`src/design/hbpf_pkg.sv`:
```
package hbpf_pkg;

  localparam int BYTE_W      = 8;
  localparam int CODE_W      = 7;
  localparam int LEN_W       = 4;
  localparam int COUNT_W     = 4;
  localparam int TYPE_W      = 3;
  localparam int POS_W       = 3;
  localparam int HEAD_REG_W  = 42;
  localparam int LEN_REG_W   = 24;
  localparam int CFG_DATA_W  = 42;
  localparam int CFG_IDX_W   = 1;
  localparam int TABLE_SLOTS = 8;
  localparam int MIN_LEN     = 2;
  // frame length minus the data bytes: head, high-bits byte and checksum
  localparam int OVERHEAD    = 3;

  typedef enum logic [CFG_IDX_W-1:0] {
    REG_HEAD_CODES    = 1'b0,
    REG_FRAME_LENGTHS = 1'b1
  } cfg_reg_t;

  typedef struct packed {
    logic                  wr_en;
    logic [CFG_IDX_W-1:0]  index;
    logic [CFG_DATA_W-1:0] data;
  } cfg_wr_t;

endpackage

```
`src/design/hbpf_if.sv`:
```
interface hbpf_rx_if;
  import hbpf_pkg::*;

  logic              valid;
  logic              ready;
  logic [BYTE_W-1:0] rx_byte;

  modport source (output valid, output rx_byte, input ready);
  modport sink (input valid, input rx_byte, output ready);
endinterface

interface hbpf_res_if;
  import hbpf_pkg::*;

  logic              valid;
  logic              ready;
  logic [TYPE_W-1:0] frame_type;
  logic [POS_W-1:0]  position;
  logic [BYTE_W-1:0] value;
  logic              last;

  modport source (output valid, output frame_type, output position, output value,
                  output last, input ready);
  modport sink (input valid, input frame_type, input position, input value,
                input last, output ready);
endinterface

```
`src/design/high_bit_packed_frame_receiver.sv`:
```
// channel  dir  fields                                    handshake
// rx       in   rx_byte[7:0]                              valid/ready
// res      out  frame_type[2:0] position[2:0] value[7:0]  valid/ready
//              last
// cfg      in   cfg_index[0] cfg_data[41:0]               cfg_wr_en, no back-pressure
//
// one byte is taken per cycle; a good checksum byte queues one frame record
// a frame of length L gives L-2 results (one for length 2), one per cycle from
// the result register while res.ready stays high
// rx stalls only while the two-entry frame queue is full
// the first result of a frame follows its checksum byte through the frame queue and the result register
// synchronous reset clears the frame state, the queue and both registers
module high_bit_packed_frame_receiver #(
  parameter int NUM_TYPES = 6,
  parameter int MAX_DATA  = 7
) (
  input  logic                             clk,
  input  logic                             rst,
  input  logic                             cfg_wr_en,
  input  logic [hbpf_pkg::CFG_IDX_W-1:0]   cfg_index,
  input  logic [hbpf_pkg::CFG_DATA_W-1:0]  cfg_data,
  hbpf_rx_if.sink                          rx,
  hbpf_res_if.source                       res
);
  import hbpf_pkg::*;

  localparam int REC_W   = TYPE_W + CODE_W + POS_W + MAX_DATA + MAX_DATA * CODE_W;
  localparam int Q_DEPTH = 2;

  cfg_wr_t          cfg;
  logic             rec_push;
  logic [REC_W-1:0] rec_in;
  logic             rec_full;
  logic             rec_pop;
  logic             rec_valid;
  logic [REC_W-1:0] rec_out;

  assign cfg = '{wr_en: cfg_wr_en, index: cfg_index, data: cfg_data};

  hbpf_front #(
    .NUM_TYPES (NUM_TYPES),
    .MAX_DATA  (MAX_DATA)
  ) u_front (
    .clk      (clk),
    .rst      (rst),
    .cfg      (cfg),
    .rx       (rx),
    .rec_push (rec_push),
    .rec_data (rec_in),
    .rec_full (rec_full)
  );

  hbpf_fifo #(
    .WIDTH (REC_W),
    .DEPTH (Q_DEPTH)
  ) u_fifo (
    .clk        (clk),
    .rst        (rst),
    .push       (rec_push),
    .push_data  (rec_in),
    .full       (rec_full),
    .pop        (rec_pop),
    .head_valid (rec_valid),
    .head_data  (rec_out)
  );

  hbpf_back #(
    .MAX_DATA (MAX_DATA)
  ) u_back (
    .clk       (clk),
    .rst       (rst),
    .rec_valid (rec_valid),
    .rec_data  (rec_out),
    .rec_pop   (rec_pop),
    .res       (res)
  );

endmodule

```
`src/design/hbpf_front.sv`:
```
module hbpf_front #(
  parameter int NUM_TYPES = 6,
  parameter int MAX_DATA  = 7,
  localparam int REC_W    = hbpf_pkg::TYPE_W + hbpf_pkg::CODE_W + hbpf_pkg::POS_W
                            + MAX_DATA + MAX_DATA * hbpf_pkg::CODE_W
) (
  input  logic              clk,
  input  logic              rst,
  input  hbpf_pkg::cfg_wr_t cfg,
  hbpf_rx_if.sink           rx,
  output logic              rec_push,
  output logic [REC_W-1:0]  rec_data,
  input  logic              rec_full
);
  import hbpf_pkg::*;

  localparam int LEN_MAX = MAX_DATA + OVERHEAD;

  logic [HEAD_REG_W-1:0] head_codes;
  logic [LEN_REG_W-1:0]  frame_lengths;
  logic                  in_frame;
  logic [TYPE_W-1:0]     entry_index;
  logic [COUNT_W-1:0]    byte_count;
  logic [CODE_W-1:0]     running_sum;
  logic [MAX_DATA-1:0]   high_bits;
  logic [CODE_W-1:0]     data_store [MAX_DATA];

  logic [TABLE_SLOTS*CODE_W-1:0] codes_ext;
  logic [TABLE_SLOTS*LEN_W-1:0]  lens_ext;
  logic [BYTE_W-1:0]             b;
  logic                          accept;
  logic [LEN_W-1:0]              cur_len;
  logic                          cur_en;
  logic                          frame_byte;
  logic                          is_check;
  logic                          found;
  logic [TYPE_W-1:0]             found_idx;
  logic [LEN_W-1:0]              ndata_full;
  logic [POS_W-1:0]              ndata;
  logic [MAX_DATA*CODE_W-1:0]    data_flat;

  // table slots beyond the register width read as code 0 and length 0
  assign codes_ext = {(TABLE_SLOTS*CODE_W-HEAD_REG_W)'(0), head_codes};
  assign lens_ext  = {(TABLE_SLOTS*LEN_W-LEN_REG_W)'(0), frame_lengths};

  assign b        = rx.rx_byte;
  assign rx.ready = !rec_full;
  assign accept   = rx.valid && rx.ready;

  assign cur_len    = lens_ext[entry_index*LEN_W +: LEN_W];
  assign cur_en     = (cur_len >= LEN_W'(MIN_LEN)) && (cur_len <= LEN_W'(LEN_MAX));
  assign frame_byte = in_frame && cur_en && b[BYTE_W-1];
  assign is_check   = ({1'b0, byte_count} + 5'd1) >= {1'b0, cur_len};

  always_comb begin
    found     = 1'b0;
    found_idx = '0;
    // walk downwards so the lowest matching entry wins
    for (int k = NUM_TYPES - 1; k >= 0; k--) begin
      if ((lens_ext[k*LEN_W +: LEN_W] >= LEN_W'(MIN_LEN)) &&
          (lens_ext[k*LEN_W +: LEN_W] <= LEN_W'(LEN_MAX)) &&
          (codes_ext[k*CODE_W +: CODE_W] == b[CODE_W-1:0])) begin
        found     = 1'b1;
        found_idx = TYPE_W'(k);
      end
    end
  end

  always_comb begin
    for (int i = 0; i < MAX_DATA; i++) begin
      data_flat[i*CODE_W +: CODE_W] = data_store[i];
    end
  end

  assign ndata_full = (cur_len > LEN_W'(MIN_LEN)) ? cur_len - LEN_W'(OVERHEAD) : '0;
  assign ndata      = ndata_full[POS_W-1:0];

  assign rec_push = accept && frame_byte && is_check && (running_sum == b[CODE_W-1:0]);
  assign rec_data = {entry_index, codes_ext[entry_index*CODE_W +: CODE_W], ndata,
                     high_bits, data_flat};

  always_ff @(posedge clk) begin
    if (rst) begin
      head_codes    <= '0;
      frame_lengths <= '0;
      in_frame      <= 1'b0;
      entry_index   <= '0;
      byte_count    <= '0;
      running_sum   <= '0;
      high_bits     <= '0;
    end else begin
      if (cfg.wr_en) begin
        case (cfg_reg_t'(cfg.index))
          REG_HEAD_CODES:    head_codes    <= cfg.data[HEAD_REG_W-1:0];
          REG_FRAME_LENGTHS: frame_lengths <= cfg.data[LEN_REG_W-1:0];
          default: ;
        endcase
      end
      if (accept) begin
        if (frame_byte) begin
          if (is_check) begin
            in_frame <= 1'b0;
          end else begin
            running_sum <= running_sum + b[CODE_W-1:0];
            byte_count  <= byte_count + COUNT_W'(1);
            if (byte_count == COUNT_W'(1)) begin
              high_bits <= b[MAX_DATA-1:0];
            end
          end
        end else begin
          // idle, or an abort: the byte is tried as a head
          in_frame <= 1'b0;
          if (!b[BYTE_W-1] && found) begin
            in_frame    <= 1'b1;
            entry_index <= found_idx;
            byte_count  <= COUNT_W'(1);
            running_sum <= b[CODE_W-1:0];
            high_bits   <= '0;
          end
        end
      end
    end
  end

  always_ff @(posedge clk) begin
    for (int i = 0; i < MAX_DATA; i++) begin
      if (accept && frame_byte && !is_check && (byte_count == COUNT_W'(i + 2))) begin
        data_store[i] <= b[CODE_W-1:0];
      end
    end
  end

endmodule

```
`src/design/hbpf_fifo.sv`:
```
module hbpf_fifo #(
  parameter int WIDTH = 8,
  parameter int DEPTH = 2,
  localparam int PTR_W = (DEPTH > 1) ? $clog2(DEPTH) : 1,
  localparam int CNT_W = $clog2(DEPTH + 1)
) (
  input  logic             clk,
  input  logic             rst,
  input  logic             push,
  input  logic [WIDTH-1:0] push_data,
  output logic             full,
  input  logic             pop,
  output logic             head_valid,
  output logic [WIDTH-1:0] head_data
);

  logic [WIDTH-1:0] mem [DEPTH];
  logic [PTR_W-1:0] wptr;
  logic [PTR_W-1:0] rptr;
  logic [CNT_W-1:0] count;
  logic             do_push;
  logic             do_pop;

  assign full       = (count == CNT_W'(DEPTH));
  assign head_valid = (count != '0);
  assign head_data  = mem[rptr];
  assign do_push    = push && !full;
  assign do_pop     = pop && head_valid;

  always_ff @(posedge clk) begin
    if (rst) begin
      wptr  <= '0;
      rptr  <= '0;
      count <= '0;
    end else begin
      if (do_push) begin
        wptr <= (wptr == PTR_W'(DEPTH - 1)) ? '0 : wptr + PTR_W'(1);
      end
      if (do_pop) begin
        rptr <= (rptr == PTR_W'(DEPTH - 1)) ? '0 : rptr + PTR_W'(1);
      end
      case ({do_push, do_pop})
        2'b10:   count <= count + CNT_W'(1);
        2'b01:   count <= count - CNT_W'(1);
        default: count <= count;
      endcase
    end
  end

  always_ff @(posedge clk) begin
    if (do_push) begin
      mem[wptr] <= push_data;
    end
  end

endmodule

```
`src/design/hbpf_back.sv`:
```
module hbpf_back #(
  parameter int MAX_DATA = 7,
  localparam int REC_W   = hbpf_pkg::TYPE_W + hbpf_pkg::CODE_W + hbpf_pkg::POS_W
                           + MAX_DATA + MAX_DATA * hbpf_pkg::CODE_W
) (
  input  logic             clk,
  input  logic             rst,
  input  logic             rec_valid,
  input  logic [REC_W-1:0] rec_data,
  output logic             rec_pop,
  hbpf_res_if.source       res
);
  import hbpf_pkg::*;

  logic [TYPE_W-1:0]          r_type;
  logic [CODE_W-1:0]          r_code;
  logic [POS_W-1:0]           r_ndata;
  logic [MAX_DATA-1:0]        r_high;
  logic [MAX_DATA*CODE_W-1:0] r_data;
  logic [POS_W-1:0]           pos;
  logic                       load;
  logic                       is_last;
  logic [BYTE_W-1:0]          val;

  assign {r_type, r_code, r_ndata, r_high, r_data} = rec_data;

  assign load    = rec_valid && (!res.valid || res.ready);
  assign is_last = (pos == r_ndata);
  assign rec_pop = load && is_last;

  always_comb begin
    val = {1'b0, r_code};
    for (int i = 0; i < MAX_DATA; i++) begin
      if (pos == POS_W'(i + 1)) begin
        val = {r_high[i], r_data[i*CODE_W +: CODE_W]};
      end
    end
  end

  always_ff @(posedge clk) begin
    if (rst) begin
      res.valid <= 1'b0;
      pos       <= '0;
    end else begin
      if (load) begin
        res.valid <= 1'b1;
        pos       <= is_last ? '0 : pos + POS_W'(1);
      end else if (res.ready) begin
        res.valid <= 1'b0;
      end
    end
  end

  always_ff @(posedge clk) begin
    if (load) begin
      res.frame_type <= r_type;
      res.position   <= pos;
      res.value      <= val;
      res.last       <= is_last;
    end
  end

endmodule

```
`src/flat_wrapper.sv`:
```
// flat-port wrapper written by rule: the top's interface ports become plain ports
module high_bit_packed_frame_receiver_flat import hbpf_pkg::*;
#(
  parameter int NUM_TYPES = 6,
  parameter int MAX_DATA  = 7
)
  (clk, rst, cfg_wr_en, cfg_index, cfg_data, rx_valid, rx_rx_byte, rx_ready, res_valid, res_frame_type, res_position, res_value, res_last, res_ready);
  hbpf_rx_if rx_i ();
  hbpf_res_if res_i ();
  input  logic clk;
  input  logic rst;
  input  logic cfg_wr_en;
  input  logic [hbpf_pkg::CFG_IDX_W-1:0] cfg_index;
  input  logic [hbpf_pkg::CFG_DATA_W-1:0] cfg_data;
  input wire logic [$bits(rx_i.valid)-1:0] rx_valid;
  input wire logic [$bits(rx_i.rx_byte)-1:0] rx_rx_byte;
  output wire logic [$bits(rx_i.ready)-1:0] rx_ready;
  output wire logic [$bits(res_i.valid)-1:0] res_valid;
  output wire logic [$bits(res_i.frame_type)-1:0] res_frame_type;
  output wire logic [$bits(res_i.position)-1:0] res_position;
  output wire logic [$bits(res_i.value)-1:0] res_value;
  output wire logic [$bits(res_i.last)-1:0] res_last;
  input wire logic [$bits(res_i.ready)-1:0] res_ready;
  assign rx_i.valid = rx_valid;
  assign rx_i.rx_byte = rx_rx_byte;
  assign rx_ready = rx_i.ready;
  assign res_valid = res_i.valid;
  assign res_frame_type = res_i.frame_type;
  assign res_position = res_i.position;
  assign res_value = res_i.value;
  assign res_last = res_i.last;
  assign res_i.ready = res_ready;
  high_bit_packed_frame_receiver #(.NUM_TYPES(NUM_TYPES), .MAX_DATA(MAX_DATA)) u_core (.clk(clk), .rst(rst), .cfg_wr_en(cfg_wr_en), .cfg_index(cfg_index), .cfg_data(cfg_data), .rx(rx_i), .res(res_i));
endmodule
```
`config.mk`:
```
export PLATFORM = sky130hd
export DESIGN_NAME = high_bit_packed_frame_receiver_flat
export DESIGN_NICKNAME = d
export VERILOG_FILES = /design/src/design/hbpf_pkg.sv /design/src/design/hbpf_if.sv /design/src/design/high_bit_packed_frame_receiver.sv /design/src/design/hbpf_front.sv /design/src/design/hbpf_fifo.sv /design/src/design/hbpf_back.sv /design/src/flat_wrapper.sv
export SDC_FILE = /design/constraint.sdc
export NUM_CORES = 1
export LEC_CHECK = 0
export ABC_AREA = 1
export BUFFER_PORTS_ARGS = -buffer_cell sky130_fd_sc_hd__buf_4
export CAP_MARGIN = 20
export CORE_MARGIN = 4
export CORE_UTILIZATION = 50
export CTS_CLUSTER_DIAMETER = 120
export DETAILED_ROUTE_END_ITERATION = 10
export HOLD_SLACK_MARGIN = 0.08
export PLACE_DENSITY_LB_ADDON = 0.2
export SLEW_MARGIN = 20
export SYNTH_ARGS = -nofsm -noshare
export SYNTH_HDL_FRONTEND = slang
export SYNTH_SLANG_ARGS = --single-unit
export TNS_END_PERCENT = 30
```
`constraint.sdc`:
```
create_clock -name clk -period 5.3 [get_ports clk]
set_clock_uncertainty 0.15 [all_clocks]
set_input_delay 1.06 -clock clk [delete_from_list [all_inputs] [get_ports clk]]
set_output_delay 1.06 -clock clk [all_outputs]
set_load 0.03 [all_outputs]
```
Word level (Yosys, flattened, before mapping)
Memory sizes are Yosys's and may differ from the RTL's. A register that Yosys moved wholly into a read port is not among the register bits.
Index checks and enable logic that the tools add are counted.
W data, S select, Z words.
{ "op_classes": {"n_addsub": 9, "n_mul": 1, "n_lt_le_gt_ge": 16, "eq_ne": 29, "n_shift": 2, "n_mux": 75, "n_bitwise": 2, "n_reduce_logical": 53} }
{ "op_table": {"columns": ["cell", "count"], "rows": [
  ["$mux W7", 13],
  ["$mux W8", 7],
  ["$shiftx A56 B7 Y7", 1],
  ["$eq A7 B7 Y1", 7],
  ["$mux W3", 14],
  ["$reduce_or A7 Y1", 6],
  ["$mux W1", 37],
  ["$logic_and A1 B1 Y1", 32],
  ["$shiftx A32 B6 Y4", 1],
  ["$ge A4 B2 Y1 const B", 7],
  ["$le A4 B4 Y1 const B", 7],
  ["$eq A4 B3 Y1 const B", 4],
  ["$eq A3 B3 Y1 const B", 4],
  ["$mux W4", 3],
  ["$eq A4 B2 Y1 const B", 2],
  ["$reduce_bool A2 Y1", 4],
  ["$add A7 B7 Y7", 1],
  ["$eq A3 B2 Y1 const B", 2],
  ["$mul A3 B3 Y6 const B", 1],
  ["$reduce_and A2 Y1", 3],
  ["$reduce_and A3 Y1", 2],
  ["$add A4 B1 Y5 const B", 1],
  ["$ge A5 B4 Y1", 1],
  ["$add A4 B1 Y4 const B", 1],
  ["other kinds (19)", 26]
]} }
{ "word_totals": {"regBits": 111, "ram_bits": 187, "in_bits": 56, "output_inout_bits": 17, "wordCells": 205, "n_memories": 2} }
{ "mem_list": {"columns": ["memory", "depth", "word_bits", "read_ports", "rd_ports_with_merged_regs", "write_ports", "line", "rtl"], "rows": [
  ["u_core.u_fifo.mem", 2, 69, 1, 1, 1, "hbpf_fifo.sv:17", "logic [WIDTH-1:0] mem [DEPTH];"],
  ["u_core.u_front.data_store", 7, 7, 7, 0, 1, "hbpf_front.sv:26", "logic [CODE_W-1:0] data_store [MAX_DATA];"]
]} }

Depth between registers and ports, before layout
Gate-level depths: netlist of the first run.
{ "logic_depth": {"ltp_word": 17, "ltp_mapped": 19, "depth_no_buf": 19} }

Modules after synthesis
From an unflattened synthesis of the first run, not the netlist that was laid out.
{ "unflattened": {"hier_cells": 1365, "area_unflattened_um2": 13653.1} }
{ "modules_own_cells": {"columns": ["module", "instances", "cells_per_inst", "area_each_um2", "seq_area_each_um2"], "rows": [
  ["hbpf_front", 1, 892, 6954.2, 3233.1],
  ["hbpf_fifo", 1, 255, 5267.6, 4244.1],
  ["hbpf_back", 1, 218, 1431.4, 530.5]
]} }

Least setup slack after synthesis of the first run
OpenSTA, ideal clock, no wires.
{ "synth_timing": {"path_kind": "register to register", "from": "register u_core.u_front.entry_index[0]", "to": "memory u_core.u_fifo.mem[0][0] (netlist name) (enable)", "setup_time_ps": 496, "arrival_time_ps": 5118, "required_time_ps": 4654, "slack_ps": -465, "path_stages_with_launch": 15, "n_path_buf": 1, "period_less_slack_ps": 5765, "path_cell_list": "dfxtp_1 -> inv_2 -> clkbuf_1 -> or2_2 -> a32oi_1 -> inv_1 -> ha_1 -> inv_1 -> a21boi_0 -> o21ai_0 -> a21boi_0 -> nor2_1 -> inv_1 -> nand3_2 -> nor2_1"} }
{ "synth_between": {"elab_chain_cells": 11, "word_cells_on_any_way": 13, "classes_between": "order compare: 3; shift: 1; mux: 2; reduce/logical: 7"} }
{ "synth_lines": {"columns": ["item", "line", "rtl"], "rows": [
  ["start, declared", "hbpf_front.sv:22", "logic [TYPE_W-1:0] entry_index;"],
  ["start signal, assigned", "hbpf_front.sv:115", "entry_index <= found_idx;"],
  ["$shiftx A32 B6 Y4 *", "hbpf_front.sv:50", "assign cur_len = lens_ext[entry_index*LEN_W +: LEN_W];"],
  ["$ge A4 B2 Y1 / $le A4 B4 Y1 (equally long branches)", "hbpf_front.sv:51", "assign cur_en = (cur_len >= LEN_W'(MIN_LEN)) && (cur_len <= LEN_W'(LEN_MAX));"],
  ["$logic_and A1 B1 Y1", "hbpf_front.sv:51", null],
  ["$logic_and A1 B1 Y1 (2 in a row)", "hbpf_front.sv:52", "assign frame_byte = in_frame && cur_en && b[BYTE_W-1];"],
  ["$logic_and A1 B1 Y1", "hbpf_front.sv:78", "assign rec_push = accept && frame_byte && is_check && (running_sum == b[CODE_W-1:0]);"],
  ["$logic_and A1 B1 Y1 * (2 in a row)", "hbpf_front.sv:78", null],
  ["$logic_and A1 B1 Y1 *", "hbpf_fifo.sv:27", "assign do_push = push && !full;"],
  ["$mux W1 *", "hbpf_fifo.sv:51", "if (do_push) begin"],
  ["$mux W1 (not written as such) *", "hbpf_fifo.sv:52", "mem[wptr] <= push_data;"],
  ["end, declared", "hbpf_fifo.sv:17", null]
]} }
Mark *: on every way between the ends. The rest lies on a longest branch, timed or not.

Worst setup path after layout of the first run
{ "layout_timing": {"from": "register u_core.u_front.entry_index[1]", "to": "memory u_core.u_front.data_store[0][0] (enable)"} }
{ "layout_between": {"elab_chain_cells": 17, "word_cells_on_any_way": 49, "classes_between": "order compare: 3; shift: 1; mux: 26; reduce/logical: 19"} }
{ "layout_lines": {"columns": ["item", "line", "rtl"], "rows": [
  ["$shiftx A32 B6 Y4 *", "hbpf_front.sv:50", null],
  ["$ge A4 B2 Y1 / $le A4 B4 Y1 (equally long branches)", "hbpf_front.sv:51", null],
  ["$logic_and A1 B1 Y1", "hbpf_front.sv:51", null],
  ["$logic_and A1 B1 Y1 (2 in a row)", "hbpf_front.sv:52", null],
  ["$logic_and A1 B1 Y1", "hbpf_front.sv:127", "if (accept && frame_byte && !is_check && (byte_count == COUNT_W'(i + 2))) begin"],
  ["$logic_and A1 B1 Y1 *", "hbpf_front.sv:127", null],
  ["$logic_and A1 B1 Y1", "hbpf_front.sv:127", null],
  ["$mux W1", "hbpf_front.sv:127", null],
  ["$mux W1 (not written as such)", "hbpf_front.sv:128", "data_store[i] <= b[CODE_W-1:0];"],
  ["$reduce_or A7 Y1 (no source line)", null, null],
  ["$mux W3 (no source line) / $mux W1 (equally long branches) (6 in a row)", null, null],
  ["end, declared", "hbpf_front.sv:26", null]
]} }
Marked as above.

==> results of run 1 <==
[worst max-delay path, delay by kind of cell, from the launching register on]
| kind | cells | cell delay [ns] |
|---|---|---|
| AO/OA/AOI/OAI | 6 | 0.82 |
| AND/OR/NAND/NOR | 4 | 1.13 |
| flip-flops | 1 | 0.71 |
| buffers and inverters | 4 | 0.59 |
| adder cells (fa/ha/maj) | 1 | 0.29 |
[synth_stat cells, types with 2 or more instances]
master	count	share of area (%)
o22ai_1	6	0.29
buf_2	14	0.54
or2_2	3	0.14
nand4_1	6	0.29
a211oi_1	2	0.12
inv_2	4	0.12
nor2_2	4	0.19
ha_1	23	2.2
inv_1	80	2.3
nand2_1	191	5.5
nor4_1	2	0.096
buf_1	4	0.12
nor2_1	189	5.4
nand2_4	3	0.26
nand2_2	4	0.19
dfxtp_1	97	15
o21ai_0	163	6.3
o21ai_1	11	0.42
a21oi_1	80	3.1
nand3b_1	4	0.23
nand3_2	4	0.31
nand3_1	101	3.9
edfxtp_1	202	47
clkbuf_1	36	1.0
xnor2_1	22	1.5
buf_6	4	0.35
nor3_1	2	0.077
xor2_1	21	1.4
a21boi_0	2	0.12
clkinv_1	4	0.12
buf_4	5	0.29
a21oi_2	8	0.54
[cells in the final DEF, fill, tap and decap left out, types with 6 or more instances in the layout]
| cell | synthesis | layout |
|---|---|---|
| clkbuf_16 | 0 | 33 |
| edfxtp_1 | 202 | 202 |
| nor2_1 | 189 | 187 |
| o21ai_1 | 11 | 11 |
| xnor2_1 | 22 | 22 |
| ha_1 | 23 | 23 |
| nand4_1 | 6 | 6 |
| inv_1 | 80 | 80 |
| dfxtp_1 | 97 | 96 |
| buf_4 | 5 | 84 |
| a21oi_1 | 80 | 79 |
| clkinv_1 | 4 | 9 |
| a21oi_2 | 8 | 9 |
| clkbuf_1 | 36 | 6 |
| nand2_1 | 191 | 191 |
| nand3_1 | 101 | 101 |
| o22ai_1 | 6 | 6 |
| o21ai_0 | 163 | 163 |
| xor2_1 | 21 | 21 |
[power groups by stage]
stage          clock network, mW  registers (mW)  logic (mW)
2_1_floorplan                  0            2.57       0.157
3_3_place_gp                   0            2.59       0.245
3_5_place_dp                   0            2.59       0.250
4_1_cts                     2.33            2.54       0.251
5_1_grt                     2.45            2.54       0.282
6_report                    2.30            2.54       0.252
[final cells by class]
type | instances | area, µm² | share of cell area, %
Inverter | 90 | 345 | 2.31
Tap cell | 330 | 413 | 2.76
Sequential cell | 299 | 8010 | 53.6
Timing Repair Buffer | 86 | 671 | 4.49
Clock buffer | 42 | 890 | 5.95
Multi-Input combinational cell | 863 | 4400 | 29.4
Clock inverter | 15 | 218 | 1.46
[how the worst max path moves through the flow]
stage	endpoint	slack, ns	depth (start not counted)
final	u_core.u_front.data_store[0][0]$_DFFE_PP_	1.23	15
after floorplan	u_core.u_fifo.mem[0][0]$_DFFE_PP_	-0.46	14
after global routing	u_core.u_front.data_store[0][6]$_DFFE_PP_	0.94	15
after detailed placement	u_core.u_front.data_store[0][3]$_DFFE_PP_	1.27	15
after global placement	u_core.u_front.data_store[1][4]$_DFFE_PP_	1.47	15
after CTS	u_core.u_front.data_store[0][0]$_DFFE_PP_	1.26	15
[routing by layer]
layer	GRT usage [%]	vias to the layer above
met1	34.6	4519
li1	-	4601
met4	5.08	0
met2	34.1	338
met5	0	-
met3	4.01	42
[state kept, by name (all words and copies together) (netlist names), named ones only]
name and flops:
u_core.u_back.res.frame_type 3, u_core.u_front.frame_lengths 24, u_core.u_front.high_bits 7, u_core.u_back.res.valid 1
u_core.u_front.head_codes 42, u_core.u_back.res.position 3, u_core.u_front.byte_count 4, u_core.u_front.running_sum 7
u_core.u_back.res.value 8, u_core.u_back.res.last 1, u_core.u_fifo.mem 138, u_core.u_front.data_store 49
u_core.u_front.entry_index 3, u_core.u_front.in_frame 1, u_core.u_back.pos 3, u_core.u_fifo.rptr 1
u_core.u_fifo.count 2, u_core.u_fifo.wptr 1
[logic make-up after synthesis]
| kind of cell | count (synthesis) |
|---|---|
| xor+xnor | 43 |
| simple gates | 518 |
| flops | 299 |
| fa+ha+maj | 24 |
| compound gates | 278 |
| buf+inv | 153 |
[through the flow]
stage	setup TNS, ns	instance area, µm²	hold slack (ns)	total power [mW]	setup WS, ns
after floorplan	-64.14	13000	0.271	2.73	-0.465
after global placement	0	13800	0.273	2.83	1.47
after detailed placement	0	13800	0.280	2.84	1.27
after CTS	0	14900	0.293	5.12	1.26
after global routing	0	14900	0.303	5.27	0.940
final	0	14900	0.291	5.09	1.23
==> flow_metrics.py, run 1 <==
metrics = {
    "die": {
        "die_w_um": 169,
        "initial_core_util_pct": 51.3,
        "dieArea_mm2": 0.0287,
        "coreArea_mm2": 0.0254,
        "io_pins": 73,
        "rows": 58,
        "chipHeight_um": 169,
    },
    "sta": {
        "setup_viol": 0,
        "drv_slew": 0,
        "fin_crit_sh_pct": 76.8,
        "relSlewSlack_pct": 49.4,
        "fmax_ghz": 0.246,
        "rsz0062_at_grt": "no",
        "worst_slew_pin_slew_ns": 0.757,
        "hold_viol": 0,
        "fin_crit_ns": 4.07,
    },
    "power_and_ir_drop": {
        "powerDensity_mw_per_mm2": 341,
        "p_seq_share_pct": 49.9,
        "power_switching_mw": 1.07,
        "clkPwrFrac_pct": 45.2,
        "intPower_mw": 4.02,
        "p_sw_share_pct": 21.1,
        "leakagePower_nw": 5.71,
        "combPwrFrac_pct": 4.9,
        "peakVddDrop_mv": 0.217,
    },
    "final_layout": {
        "fin_cells": 1725,
        "insertedDiodeCount": 0,
        "syn2layout_area_growth_pct": 14.6,
        "drive_gt1_share_pct": 12.4,
        "layout.nets": 1451,
        "fillerInstances": 2166,
        "fin_util_pct": 58.8,
    },
    "logic_synthesis": {
        "syn_nets": 1395,
        "synth_simple_gate_area_share_pct": 17.1,
        "synth_fa_ha_area_share_pct": 2.36,
        "synth_top_flop_cell": "edfxtp_1",
        "synthMuxAreaShare_pct": 0,
        "synth_top_family_by_area": "simple AND/OR/NAND/NOR gates",
        "synth_cell_types": 46,
        "synth_cells": 1315,
        "avgSynthCellArea_um2": 9.91,
        "synth-seq-cells": 299,
        "synthesis.area_mm2": 0.0130,
        "yosys_warnings": 0,
        "yosysSeqAreaShare_pct": 61.4,
        "synth_edf_count": 202,
        "synth_xor_area_share_pct": 2.89,
        "synthArstFlopShare_pct": 0,
        "synth_compound_area_share_pct": 11.2,
    },
    "cts": {
        "path_clk_slew_ns": 0.06,
        "clockBufferDepth": 3,
        "ctsResizeCount": 0,
        "cts_inserted_buffers": 31,
        "cts_hold_buf": 0,
        "h-tree-depth": 1,
        "cts-root-buf": "clkbuf_16",
        "clkLatencyLatePin_ns": 0.56,
        "clkSinkCount": 299,
        "post_cts_buffers": 0,
        "cts_tree": "done",
    },
    "critical_path": {
        "cp.arrival_ns": 4.10,
        "slowest_delay_ns": 0.71,
        "timing.rr.end": "u_core.u_front.data_store[0][0]$_DFFE_PP_",
        "cp-startpoint": "u_core.u_front.entry_index[1]$_SDFFE_PP0P_",
        "reg2reg_depth": 15,
        "crit_fanout": 17,
        "cpMostUsedCell": "inv_1",
        "path_cells": "inv_4, o21ai_0, o22ai_1, a32oi_1, inv_1, ha_1, inv_1, a21boi_0, o21ai_0, a21boi_0, nor2_1, nand4_4, inv_1, nand2_1, nor2_1",
        "crit_type": "reg2reg",
        "required_ns": 5.33,
        "r2r-start": "u_core.u_front.entry_index[1]$_SDFFE_PP0P_",
        "end_kind": "flop",
        "reg2reg_setup_slack_ns": 1.23,
        "cp_slowest_cell": "dfxtp_1",
        "startpoint_type": "flop",
    },
    "run": {
        "maxCapViolations": 0,
    },
    "drt": {
        "drt_iter0_markers": 923,
        "wl_met2_mm": 14.4,
        "vias": 9500,
        "vias_per_cell": 5.51,
        "post-route-drc-count": 0,
        "drt_pass1_iterations": 7,
        "antenna_left": 0,
        "wl_met1_mm": 15.3,
        "top_layer": "met4",
        "drt-wirelength-per-cell_um": 19.0,
        "met3_length_mm": 2.50,
        "routed_wl_mm": 32.8,
    },
    "placement": {
        "place_inst": 1668,
        "place.detailed.hpwl_mm": 21.6,
        "gp_congestion": 0.903,
        "numPortBuffers": 72,
    },
    "global_route": {
        "grt_max_degree": 70,
        "antenna_found_initial": 0,
        "first_global_vias": 8978,
        "globalRouteOverflowTotal": 0,
        "grt_pass1_wl_mm": 50.9,
        "grt_util_all_layers_pct": 22.7,
    },
    "min_path": {
        "worstHoldStart": "u_core.u_front.data_store[1][6]$_DFFE_PP_",
        "hold_depth": 0,
        "hold_path.class": "reg2reg",
        "min_to": "u_core.u_fifo.mem[0][13]$_DFFE_PP_",
    },
    "status": {
        "status": "finished, final reports clean",
    },
}
Power figures use the tool's default switching activity.
==> run 2, diff against run 1 <==
- clock period: 5.3 -> 3.8 ns (I/O delays scaled with it)
==> run 2 against run 1 <==
Global-route usage is 0.22 points lower. Register-to-register slack worse by 0.90 ns. Flip-flop and latch count stayed put. First-iteration DRC count is 0.65% lower. Final cell count is 1.3% higher. Critical path depth stayed put. Combinational power is 41% higher. Maximum frequency is 17% higher. Non-clock buffer count is 22 higher. Count of clock-buffer cells in the layout is 1 lower. Core utilization is 0.39 points higher. Largest cell class unchanged. Highest routed layer unchanged.
==> flow_metrics.py, run 2 (synthesis gave the netlist of run 1 again) <==
metrics = {
    "status": {
        "status": "finished, final reports clean",
    },
    "cts": {
        "clkSinkCount": 299,
        "clkLatencyLatePin_ns": 0.56,
        "post_cts_buffers": 0,
        "clockBufferDepth": 3,
        "cts_inserted_buffers": 31,
        "path_clk_slew_ns": 0.06,
        "h-tree-depth": 1,
        "cts_hold_buf": 0,
        "cts-root-buf": "clkbuf_16",
        "cts_tree": "done",
        "ctsResizeCount": 0,
    },
    "placement": {
        "place_inst": 1685,
        "place.detailed.hpwl_mm": 21.9,
        "numPortBuffers": 72,
        "gp_congestion": 0.985,
    },
    "critical_path": {
        "crit_type": "reg2reg",
        "required_ns": 3.91,
        "crit_fanout": 20,
        "end_kind": "flop",
        "cp.arrival_ns": 3.58,
        "startpoint_type": "flop",
        "reg2reg_setup_slack_ns": 0.33,
    },
    "drt": {
        "drt-wirelength-per-cell_um": 18.4,
        "antenna_left": 0,
        "drt_pass1_iterations": 5,
        "drt_iter0_markers": 917,
        "routed_wl_mm": 32.2,
        "post-route-drc-count": 0,
        "vias": 9504,
        "vias_per_cell": 5.44,
    },
    "die": {
        "coreArea_mm2": 0.0254,
        "initial_core_util_pct": 51.3,
        "chipHeight_um": 169,
        "rows": 58,
        "dieArea_mm2": 0.0287,
        "io_pins": 73,
        "die_w_um": 169,
    },
    "power_and_ir_drop": {
        "peakVddDrop_mv": 0.331,
        "p_seq_share_pct": 51.6,
        "combPwrFrac_pct": 5.2,
        "power_switching_mw": 1.51,
        "p_sw_share_pct": 22.0,
        "leakagePower_nw": 5.79,
        "powerDensity_mw_per_mm2": 456,
        "p_total_mw": 6.86,
        "intPower_mw": 5.35,
        "clkPwrFrac_pct": 43.2,
    },
    "sta": {
        "setup_viol": 0,
        "fin_crit_sh_pct": 91.3,
        "worst_slew_pin_slew_ns": 0.711,
        "relSlewSlack_pct": 52.6,
        "fin_crit_ns": 3.47,
        "drv_slew": 0,
        "rsz0062_at_grt": "no",
        "fmax_ghz": 0.288,
        "tns_ns": 0,
        "hold_viol": 0,
    },
    "global_route": {
        "first_global_vias": 9061,
        "grt_util_all_layers_pct": 22.4,
        "grt_pass1_wl_mm": 50.9,
        "antenna_found_initial": 2,
        "grt_max_degree": 70,
        "globalRouteOverflowTotal": 0,
    },
    "final_layout": {
        "top_register": "u_core.u_fifo.mem",
        "layout_commonest_cell": "edfxtp_1",
        "layout_common_cells": "edfxtp_1, nand2_1, nor2_1",
        "layout.nets": 1473,
        "fin_cells": 1748,
        "top_regs": "u_core.u_fifo.mem x138, u_core.u_front.data_store x49, u_core.u_front.head_codes x42",
        "largest_reg_flops": 138,
        "drive_gt1_share_pct": 14.3,
        "syn2layout_area_growth_pct": 15.4,
    },
    "run": {
        "maxCapViolations": 0,
    },
    "min_path": {
        "hold_path.class": "in2reg",
    },
}
run 2: cell count changes in the layout (fill, tap and decap cells not counted), sizes merged:
cell,change
bufinv,-3
buf,+22
diode,+1
clkbuf,-1
clkinv,+4
run 2: path summary, 6_finish.rpt:
path,startpoint,to,cells after the start
worst max-delay path,u_core.u_front.entry_index[0]$_SDFFE_PP0P_,u_core.u_front.data_store[4][2]$_DFFE_PP_,15
worst min-delay path,cfg_data[25],u_core.u_front.head_codes[25]$_SDFFE_PP0P_,3
worst max register to register,u_core.u_front.entry_index[0]$_SDFFE_PP0P_,u_core.u_front.data_store[4][2]$_DFFE_PP_,15
worst min register to register,u_core.u_front.data_store[2][2]$_DFFE_PP_,u_core.u_fifo.mem[1][16]$_DFFE_PP_,0
run 2: critical path: stages (launching register included):
cell and delay (ns):
dfxtp_2 0.43, inv_2 0.16, or2_2 0.31, a32oi_2 0.26, inv_1 0.11, ha_1 0.28
inv_1 0.05, a21boi_0 0.07, o21ai_0 0.19, a21boi_0 0.11, nor2_1 0.22, nand4_4 0.23
inv_1 0.20, nand2_1 0.09, nor2_1 0.12, buf_4 0.19
run 2: metal layers:
| layer | vias to the layer above | global-route usage [%] | part of all wire [%] |
|---|---|---|---|
| met4 | 0 | 5.78 | 2.3 |
| met3 | 58 | 3.42 | 7.1 |
| met2 | 310 | 33.4 | 43 |
| met5 | - | 0 | 0 |
| met1 | 4495 | 34.7 | 47 |
| li1 | 4641 | - | - |
run 2: through the flow:
step / util (%) / setup WS (ns) / hold slack (ns) / instance area, µm²
2_1_floorplan: - / 0.00192 / 0.271 / 13100
3_5_place_dp: 55.1 / 0.291 / 0.280 / 14000
3_3_place_gp: 55.1 / 0.393 / 0.273 / 14000
5_1_grt: 59.2 / 0.0637 / 0.263 / 15000
6_report: 59.2 / 0.331 / 0.278 / 15000
4_1_cts: 59.1 / 0.209 / 0.258 / 15000
run 2: final cells by class:
type / instances / area [µm²]
Inverter: 90 / 345
Antenna cell: 1 / 2.50
Fill cell: 2128 / 10400
Clock buffer: 41 / 855
Tap cell: 330 / 413
Sequential cell: 299 / 8010
Clock inverter: 16 / 156
Multi-Input combinational cell: 863 / 4410
Timing Repair Buffer: 108 / 848
run 2: power by group through the flow:
stage | clock, mW | sequential (mW) | combinational (mW)
finish | 2.96 | 3.54 | 0.355
global route | 3.18 | 3.54 | 0.399
CTS | 3.01 | 3.54 | 0.353
detailed placement | 0 | 3.61 | 0.351
global placement | 0 | 3.61 | 0.347
floorplan | 0 | 3.59 | 0.221
